==> config.mk <==
export PLATFORM = sky130hd
export DESIGN_NAME = rc4_stream_cipher_core
export DESIGN_NICKNAME = d
export VERILOG_FILES = /design/src/hw/rtl/rc4_pkg.sv /design/src/hw/rtl/rc4_seq.sv /design/src/hw/rtl/rc4_dp.sv /design/src/hw/rtl/rc4_stream_cipher_core.sv
export SDC_FILE = /design/constraint.sdc
export NUM_CORES = 2
export LEC_CHECK = 0
export ABC_AREA = 0
export BUFFER_PORTS_ARGS = -buffer_cell sky130_fd_sc_hd__buf_2
export CAP_MARGIN = 20
export CORE_AREA = 2 2 453 455
export CTS_CLUSTER_SIZE = 20
export DETAILED_ROUTE_END_ITERATION = 6
export DIE_AREA = 0 0 455 457
export GPL_ROUTABILITY_DRIVEN = 0
export GPL_TIMING_DRIVEN = 1
export MAX_ROUTING_LAYER = met4
export SLEW_MARGIN = 0
export SYNTH_ARGS = -nofsm -noshare
export SYNTH_HDL_FRONTEND = slang
export SYNTH_SLANG_ARGS = --single-unit
export TNS_END_PERCENT = 30
==> constraint.sdc <==
create_clock -name clk -period 8.8 [get_ports clk]
set_input_delay 0.88 -clock clk [delete_from_list [all_inputs] [get_ports clk]]
set_output_delay 0.88 -clock clk [all_outputs]
set_load 0.01 [all_outputs]
==> src/hw/rtl/rc4_pkg.sv <==
// Shared types, micro-op codes and constants for the RC4 stream cipher core.
package rc4_pkg;

  // Key length in bytes, clamped into 1..16 at elaboration.
  localparam int KEY_BYTES = 16;
  localparam int KEY_LEN   = (KEY_BYTES < 1) ? 1 : ((KEY_BYTES > 16) ? 16 : KEY_BYTES);
  localparam int KEY_W     = 128;
  localparam int KIDX_W    = 4;

  localparam logic [7:0] IDX_LAST = 8'hff;

  // Item kind carried on tuser
  localparam logic FUNC_SCHED = 1'b0;
  localparam logic FUNC_CRYPT = 1'b1;

  // Configuration register indexes
  localparam logic CFG_KEY_LOW  = 1'b0;
  localparam logic CFG_KEY_HIGH = 1'b1;

  typedef logic [3:0] step_t;

  // Memory read address select
  localparam logic [2:0] RD_NONE  = 3'd0;
  localparam logic [2:0] RD_N     = 3'd1;
  localparam logic [2:0] RD_JNEW  = 3'd2;
  localparam logic [2:0] RD_INEXT = 3'd3;
  localparam logic [2:0] RD_TSUM  = 3'd4;

  // Memory write select
  localparam logic [2:0] WR_NONE  = 3'd0;
  localparam logic [2:0] WR_INIT  = 3'd1;  // box[n] = n
  localparam logic [2:0] WR_N_RD  = 3'd2;  // box[n] = read data
  localparam logic [2:0] WR_I_RD  = 3'd3;  // box[i] = read data
  localparam logic [2:0] WR_J_TI  = 3'd4;  // box[j] = ti

  // j update
  localparam logic [1:0] J_HOLD  = 2'd0;
  localparam logic [1:0] J_CLEAR = 2'd1;
  localparam logic [1:0] J_KSA   = 2'd2;   // j + box[n] + key byte
  localparam logic [1:0] J_PRGA  = 2'd3;   // j + box[i]

  // i update
  localparam logic [1:0] I_HOLD  = 2'd0;
  localparam logic [1:0] I_CLEAR = 2'd1;
  localparam logic [1:0] I_INC   = 2'd2;

  // n and key index update
  localparam logic [1:0] N_HOLD  = 2'd0;
  localparam logic [1:0] N_CLEAR = 2'd1;
  localparam logic [1:0] N_INC   = 2'd2;

  // Branch kinds
  localparam logic [2:0] BR_NEXT     = 3'd0;
  localparam logic [2:0] BR_GOTO     = 3'd1;
  localparam logic [2:0] BR_DISPATCH = 3'd2;  // wait for item, crypt -> target
  localparam logic [2:0] BR_NLAST    = 3'd3;  // n != 255 -> target
  localparam logic [2:0] BR_WAIT_OUT = 3'd4;  // hold while output busy, then target

  // Microprogram step addresses
  localparam step_t ST_FETCH = 4'd0;
  localparam step_t ST_SCLR  = 4'd1;
  localparam step_t ST_INIT  = 4'd2;
  localparam step_t ST_KCLR  = 4'd3;
  localparam step_t ST_K1    = 4'd4;
  localparam step_t ST_K2    = 4'd5;
  localparam step_t ST_K3    = 4'd6;
  localparam step_t ST_K4    = 4'd7;
  localparam step_t ST_KEND  = 4'd8;
  localparam step_t ST_C1    = 4'd9;
  localparam step_t ST_C2    = 4'd10;
  localparam step_t ST_C3    = 4'd11;
  localparam step_t ST_C4    = 4'd12;
  localparam step_t ST_C5    = 4'd13;
  localparam step_t ST_C6    = 4'd14;

  typedef struct packed {
    logic [2:0] br;
    step_t      target;
    logic       accept;
    logic       emit;
    logic [2:0] rd;
    logic [2:0] wr;
    logic [1:0] j_op;
    logic [1:0] i_op;
    logic [1:0] n_op;
    logic       ld_ti;
    logic       ld_tj;
  } ctrl_t;

  typedef struct packed {
    logic n_last;
    logic out_busy;
  } stat_t;

endpackage

==> src/hw/rtl/rc4_seq.sv <==
// Microprogram ROM and step counter for the RC4 core.
module rc4_seq (
  input  logic           clk,
  input  logic           rst,
  input  logic           in_valid,
  input  logic           func,
  input  rc4_pkg::stat_t stat,
  output rc4_pkg::ctrl_t ctrl,
  output rc4_pkg::step_t step
);
  import rc4_pkg::*;

  step_t step_next;

  function automatic ctrl_t ucode(input step_t s);
    ctrl_t c;
    c = '0;
    c.br = BR_NEXT;
    case (s)
      ST_FETCH: begin
        c.accept = 1'b1;
        c.br     = BR_DISPATCH;
        c.target = ST_C1;
      end
      ST_SCLR: begin
        c.n_op = N_CLEAR;
        c.j_op = J_CLEAR;
        c.i_op = I_CLEAR;
      end
      ST_INIT: begin
        c.wr     = WR_INIT;
        c.n_op   = N_INC;
        c.br     = BR_NLAST;
        c.target = ST_INIT;
      end
      ST_KCLR: c.n_op = N_CLEAR;
      ST_K1:   c.rd = RD_N;
      ST_K2: begin
        c.ld_ti = 1'b1;
        c.j_op  = J_KSA;
        c.rd    = RD_JNEW;
      end
      ST_K3:   c.wr = WR_N_RD;
      ST_K4: begin
        c.wr     = WR_J_TI;
        c.n_op   = N_INC;
        c.br     = BR_NLAST;
        c.target = ST_K1;
      end
      ST_KEND: begin
        c.i_op   = I_CLEAR;
        c.j_op   = J_CLEAR;
        c.br     = BR_GOTO;
        c.target = ST_FETCH;
      end
      ST_C1: begin
        c.i_op = I_INC;
        c.rd   = RD_INEXT;
      end
      ST_C2: begin
        c.ld_ti = 1'b1;
        c.j_op  = J_PRGA;
        c.rd    = RD_JNEW;
      end
      ST_C3: begin
        c.ld_tj = 1'b1;
        c.wr    = WR_I_RD;
      end
      ST_C4:   c.wr = WR_J_TI;
      ST_C5:   c.rd = RD_TSUM;
      ST_C6: begin
        c.emit   = 1'b1;
        c.br     = BR_WAIT_OUT;
        c.target = ST_FETCH;
      end
      default: begin
        c.br     = BR_GOTO;
        c.target = ST_FETCH;
      end
    endcase
    return c;
  endfunction

  assign ctrl = ucode(step);

  always_comb begin
    step_next = step + 4'd1;
    case (ctrl.br)
      BR_GOTO: step_next = ctrl.target;
      BR_DISPATCH: begin
        if (!in_valid) begin
          step_next = step;
        end else if (func == FUNC_CRYPT) begin
          step_next = ctrl.target;
        end
      end
      BR_NLAST: begin
        if (!stat.n_last) begin
          step_next = ctrl.target;
        end
      end
      BR_WAIT_OUT: begin
        step_next = stat.out_busy ? step : ctrl.target;
      end
      default: step_next = step + 4'd1;
    endcase
  end

  always_ff @(posedge clk) begin
    if (rst) begin
      step <= ST_FETCH;
    end else begin
      step <= step_next;
    end
  end

endmodule

==> src/hw/rtl/rc4_dp.sv <==
// Datapath of the RC4 core: key registers, indices, permutation box, output stage.
module rc4_dp (
  input  logic                      clk,
  input  logic                      rst,
  input  rc4_pkg::ctrl_t            ctrl,
  output rc4_pkg::stat_t            stat,
  input  logic                      cfg_we,
  input  logic                      cfg_index,
  input  logic [63:0]               cfg_data,
  input  logic                      in_valid,
  input  logic [7:0]                data_in,
  output logic                      out_valid,
  input  logic                      out_ready,
  output logic [7:0]                data_out
);
  import rc4_pkg::*;

  logic [KEY_W-1:0]  key;
  logic [7:0]        box [256];
  logic [7:0]        rdata;
  logic [7:0]        idx_i, idx_j, n;
  logic [KIDX_W-1:0] kidx;
  logic [7:0]        ti, tj, din;

  logic [7:0] key_byte, j_sum, rd_addr, wr_addr, wr_data;
  logic       rd_en, wr_en, load_out;

  assign key_byte = key[{kidx, 3'b000} +: 8];
  assign j_sum    = idx_j + rdata + ((ctrl.j_op == J_KSA) ? key_byte : 8'h00);

  always_comb begin
    rd_en   = 1'b1;
    rd_addr = n;
    case (ctrl.rd)
      RD_N:     rd_addr = n;
      RD_JNEW:  rd_addr = j_sum;
      RD_INEXT: rd_addr = idx_i + 8'd1;
      RD_TSUM:  rd_addr = ti + tj;
      default:  rd_en = 1'b0;
    endcase
  end

  always_comb begin
    wr_en   = 1'b1;
    wr_addr = n;
    wr_data = rdata;
    case (ctrl.wr)
      WR_INIT: wr_data = n;
      WR_N_RD: wr_addr = n;
      WR_I_RD: wr_addr = idx_i;
      WR_J_TI: begin
        wr_addr = idx_j;
        wr_data = ti;
      end
      default: wr_en = 1'b0;
    endcase
  end

  // Box: one write and one registered read per cycle
  always_ff @(posedge clk) begin
    if (wr_en) begin
      box[wr_addr] <= wr_data;
    end
    if (rd_en) begin
      rdata <= box[rd_addr];
    end
  end

  always_ff @(posedge clk) begin
    if (rst) begin
      key <= '0;
    end else if (cfg_we) begin
      if (cfg_index == CFG_KEY_HIGH) begin
        key[127:64] <= cfg_data;
      end else begin
        key[63:0] <= cfg_data;
      end
    end
  end

  always_ff @(posedge clk) begin
    if (rst) begin
      idx_i <= '0;
      idx_j <= '0;
      n     <= '0;
      kidx  <= '0;
    end else begin
      case (ctrl.i_op)
        I_CLEAR: idx_i <= '0;
        I_INC:   idx_i <= idx_i + 8'd1;
        default: idx_i <= idx_i;
      endcase
      case (ctrl.j_op)
        J_CLEAR:       idx_j <= '0;
        J_KSA, J_PRGA: idx_j <= j_sum;
        default:       idx_j <= idx_j;
      endcase
      case (ctrl.n_op)
        N_CLEAR: begin
          n    <= '0;
          kidx <= '0;
        end
        N_INC: begin
          n    <= n + 8'd1;
          kidx <= (kidx == KIDX_W'(KEY_LEN - 1)) ? '0 : kidx + 1'b1;
        end
        default: begin
          n    <= n;
          kidx <= kidx;
        end
      endcase
    end
  end

  always_ff @(posedge clk) begin
    if (ctrl.ld_ti) begin
      ti <= rdata;
    end
    if (ctrl.ld_tj) begin
      tj <= rdata;
    end
    if (ctrl.accept && in_valid) begin
      din <= data_in;
    end
  end

  // Output register
  assign load_out = ctrl.emit && !(out_valid && !out_ready);

  always_ff @(posedge clk) begin
    if (rst) begin
      out_valid <= 1'b0;
    end else if (load_out) begin
      out_valid <= 1'b1;
    end else if (out_ready) begin
      out_valid <= 1'b0;
    end
  end

  always_ff @(posedge clk) begin
    if (load_out) begin
      data_out <= din ^ rdata;
    end
  end

  assign stat.n_last   = (n == IDX_LAST);
  assign stat.out_busy = out_valid && !out_ready;

endmodule

==> src/hw/rtl/rc4_stream_cipher_core.sv <==
// RC4 stream cipher core: top level joining the microcode sequencer and the datapath.
//
// Takes items of two kinds on the slave stream, chosen by s_tuser. A schedule
// item (tuser 0) loads the 256-byte permutation box with the identity, mixes in
// the key from the two key registers and clears i and j; it yields no output.
// The box memory has one write and one registered read per cycle, and each mixing
// step needs a read of box[n], a read of box[j] and two writes. A crypt item
// (tuser 1) steps i and j, swaps box[i] and box[j] and returns s_tdata XOR the
// keystream byte on the master stream, in steps that follow the chain of dependent
// box reads and writes through the single memory port pair. Encryption and
// decryption are the same. One item is in work at a time; a finished byte waits
// in the output register while the next item is fetched, and the core stalls
// only if a second result would overwrite it. Key bytes are taken low byte
// first: key byte 0 is cfg_data[7:0] written at index 0, key byte 8 is
// cfg_data[7:0] written at index 1. Write the key only while idle; it takes
// effect at the next schedule item. A crypt item before any schedule reads an
// unwritten box and its output is meaningless.
module rc4_stream_cipher_core (
  input  logic        clk,
  input  logic        rst,
  input  logic        cfg_we,
  input  logic        cfg_index,
  input  logic [63:0] cfg_data,
  input  logic        s_tvalid,
  output logic        s_tready,
  input  logic [7:0]  s_tdata,   // [7:0] data_in
  input  logic        s_tuser,   // [0] func: 0 key schedule, 1 crypt
  output logic        m_tvalid,
  input  logic        m_tready,
  output logic [7:0]  m_tdata    // [7:0] data_out
);
  import rc4_pkg::*;

  ctrl_t ctrl;
  stat_t stat;
  step_t step;

  // Sequencer: steps through the control store, branches on item kind,
  // loop end and output backpressure
  rc4_seq u_seq (
    .clk      (clk),
    .rst      (rst),
    .in_valid (s_tvalid),
    .func     (s_tuser),
    .stat     (stat),
    .ctrl     (ctrl),
    .step     (step)
  );

  // Datapath: box memory, indices, key and output register
  rc4_dp u_dp (
    .clk       (clk),
    .rst       (rst),
    .ctrl      (ctrl),
    .stat      (stat),
    .cfg_we    (cfg_we),
    .cfg_index (cfg_index),
    .cfg_data  (cfg_data),
    .in_valid  (s_tvalid),
    .data_in   (s_tdata),
    .out_valid (m_tvalid),
    .out_ready (m_tready),
    .data_out  (m_tdata)
  );

  // Ready only in the fetch step
  assign s_tready = ctrl.accept;

  // An accepted item always leaves the fetch step
  a_leave_fetch: assert property (@(posedge clk) disable iff (rst)
    s_tvalid && s_tready |=> !s_tready)
    else $error("sequencer stayed in fetch after accepting an item");

  // A result appears only from the final crypt step
  a_emit_src: assert property (@(posedge clk) disable iff (rst)
    $rose(m_tvalid) |-> $past(step == ST_C6))
    else $error("output became valid outside the emit step");

  // Ready is tied to the fetch step
  a_ready_fetch: assert property (@(posedge clk) disable iff (rst)
    s_tready |-> step == ST_FETCH)
    else $error("ready raised outside the fetch step");

endmodule

==> reports/qor.txt <==
status: completed
Synthesis Warnings: 0
die width: 455 µm
Final Critical Period: 7420 ps
Tightest Pin Transition: 1310 ps
Final HPWL DP: 176000 µm
Post-Syn Area: 0.0911 mm²
ratio of cells with drive above 1 in the final layout: 10.8%
crit path max fanout: 14
class of the worst hold path: input port to flop
Ports: 89
final period utilization: 84.3%
ys async rst share: 0%
fmax: 135 MHz
# Post-CTS Setup Buffers: 0
hold slack: 176 ps
mean post-synth cell area: 13.6 µm²
CTS clock-pin slew for the worst setup and hold paths: 60 ps
core area: 0.203 mm²
skew final: 61.0 ps
# resized after CTS: 0
max_cap viols: 0
largest net degree at the start of global routing: 209
Seq/Total Area, Yosys: 72.4%
clock root cell: clkbuf_16
Req. time, crit path: 9370 ps
# hold bufs at CTS: 0
syn nets: 6787
Reg area: 0.0659 mm²
PortBufs: 88
CTS tree: done
Synth cell types: 89
GRT Overall Usage: 28.1%
CP arrival: 7990 ps
initial core utilization: 44.8%
DRT iter0 DRCs: 8832
Peak supply drop: 0.234 mV
remaining global-route overflow: 0
initial antenna violation count: 12
CTS Sinks: 2249
First-pass DRT Iterations: 6
Final Max Slew Viols: 0
Synth area leader: edfxtp_1
Startpoint Class: flop
first-pass GRT wire length: 411000 µm
Filler cells: 17100
area grow syn2layout: 11.7%
Vias per Instance: 6.16
final net count: 6850
vias in the first global route: 55500
synthesis-stage register bit count: 2249
die area: 0.208 mm²
leak pwr: 34.4 nW
Remaining DRCs: 0
multi-input logic area: 0.0230 mm²
final setup TNS: 0 ps
antenna viol nets, final: 0
Most used DFF post-synth: edfxtp_1
Vias: 59400
Num CTS Buffers: 225
Pwr Density: 289 mW/mm²
Longest Clk Path Bufs: 3
chip height: 457 µm
Cells after Synth: 6677
Setup Viol. Count Final: 0
Rel. slew slack: 11.7%
Site Rows: 166
DRT Wirelength: 288000 µm
WS Path Type: flop to flop
CP endpoint kind: flop
post-synth top area share: 68.9%
Post-synth EDFFs: 2088
largest cells by area after synthesis: edfxtp_1 (69%), nand2_1 (6.4%), dfxtp_1 (3.5%)
H-tree depth: 4
Fin. Hold Viols: 0
clk_lat worst skew: 900 ps
WL/cell: 30.0 µm
RSZ-0062 raised after global routing: no
==> worst paths after layout <==
check	start	slack, ps	to	cells past startpoint
max reg2reg	u_dp.kidx[0]$_SDFFE_PP0P_	1380	u_dp.rdata[7]$_DFFE_PP_	17
max	u_dp.kidx[0]$_SDFFE_PP0P_	1380	u_dp.rdata[7]$_DFFE_PP_	17
min reg2reg	u_dp.key[15]$_SDFFE_PP0P_	450	u_dp.key[15]$_SDFFE_PP0P_	2
min	s_tdata[1]	180	u_dp.din[1]$_DFFE_PP_	1
==> area by class of cell <==
| class | count | area share (%) |
|---|---|---|
| clock buffers | 292 | 5.90 |
| clock inverters | 126 | 1.07 |
| multi-input cells | 3965 | 22.6 |
| flip-flops and latches | 2249 | 64.8 |
| inverters | 31 | 0.114 |
| repair buffers | 268 | 2.14 |
| well taps | 2688 | 3.31 |
| diodes | 11 | 0.0271 |
==> metrics by stage <==
stage / utilization [%] / total power, mW / setup WS, ps / cells / area, µm²
after global placement: 46.5 / 20.2 / 1350 / 9196 / 94500
after detailed placement: 46.5 / 20.2 / 1580 / 9197 / 94500
final: 50.0 / 29.4 / 1380 / 9630 / 102000
after CTS: 50.0 / 29.4 / 1560 / 9615 / 102000
after floorplan: - / 17.9 / 2610 / 6677 / 91100
after global routing: 50.0 / 30.3 / 1180 / 9629 / 102000
==> worst max-delay path, stage by stage, from the launching register on <==
cell and delay (ps):
dfxtp_2 630, mux4_2 570, mux4_2 480, and2_1 190
fa_1 480, ha_1 160, inv_1 60, fa_1 620
nand3b_1 100, a32o_1 270, o32a_2 580, nand4_1 500
buf_4 280, a21oi_1 70, nor4_1 540, a21oi_1 360
o41ai_1 1030, nand4_1 150
==> synthesized netlist by cell type (all sizes together), types with 8 or more instances <==
cell type,instances
nor3,23
edfxtp,2088
a221o,9
a21o,8
ha,22
a32o,10
nand2,1563
a31oi,88
o2111ai,12
xor2,19
and2,17
a221oi,22
inv,31
clkbuf,145
a22oi,84
xnor2,13
nand2b,11
nand4,40
a211oi,8
and3,60
a32oi,41
dfxtp,161
o22ai,92
nor2b,10
nor4,29
a311oi,22
fa,9
mux2i,234
mux4,120
nand3,420
o21ai,69
buf,287
nor2,349
a21oi,462
==> kinds of logic (layout without fill, tap and decap cells) <==
logic type	Yosys count	in the layout	synth area share [%]
AOI/OAI and AO/OA	995	995	6.85
xor gates and xnor gates	32	32	0.308
adders and majority gates	31	31	0.500
buffers and inverters	463	717	2.65
DFF	2249	2249	72.4
muxes	355	355	5.55
other	0	11	0
and+or+nand+nor	2552	2552	11.7
==> state kept, by name, summed over array words and instances, names as in the netlist <==
register and flops:
u_dp.box 2048, u_dp.tj 8, u_dp.kidx 4, u_dp.data_out 8, u_dp.ti 8, u_dp.idx_j 8
u_seq.step 4, u_dp.idx_i 8, u_dp.rdata 8, u_dp.din 8, u_dp.key 128, u_dp.n 8
u_dp.out_valid 1
==> layout by cell type, fill, tap and decap left out, types with 38 or more instances in the layout <==
| cell type | netlist | final |
|---|---|---|
| nand4_1 | 40 | 40 |
| and3_1 | 60 | 60 |
| o22ai_1 | 91 | 91 |
| o21ai_0 | 64 | 64 |
| buf_2 | 175 | 88 |
| edfxtp_1 | 2088 | 2088 |
| a32oi_1 | 41 | 40 |
| clkinv_1 | 0 | 57 |
| mux4_2 | 120 | 120 |
| a21oi_1 | 459 | 455 |
| clkbuf_1 | 145 | 57 |
| nand2_1 | 1563 | 1553 |
| clkinv_2 | 0 | 38 |
| clkbuf_16 | 0 | 227 |
| mux2i_1 | 234 | 234 |
| a22oi_1 | 84 | 84 |
| dfxtp_1 | 161 | 160 |
| nand3_1 | 419 | 417 |
| buf_4 | 46 | 148 |
| a31oi_1 | 88 | 88 |
| nor2_1 | 346 | 340 |
==> report_power, final <==
part | leakage, nW | switching [mW] | internal [mW] | total (mW)
clock network | 3.43 | 4.21 | 5.06 | 9.27
registers | 20.1 | 0.0663 | 12.4 | 12.4
logic | 10.9 | 5.51 | 2.20 | 7.71
total | 34.4 | 9.78 | 19.6 | 29.4
==> metal layers <==
metal | global-route usage, % | vias to the layer above | part of all wire [%]
met4 | 10.6 | 0 | 4.3
met2 | 41.6 | 3689 | 46
li1 | - | 25100 | -
met3 | 5.43 | 600 | 11
met5 | - | - | 0
met1 | 38.6 | 30000 | 39
Note: power is estimated with default switching activity, not from simulation.
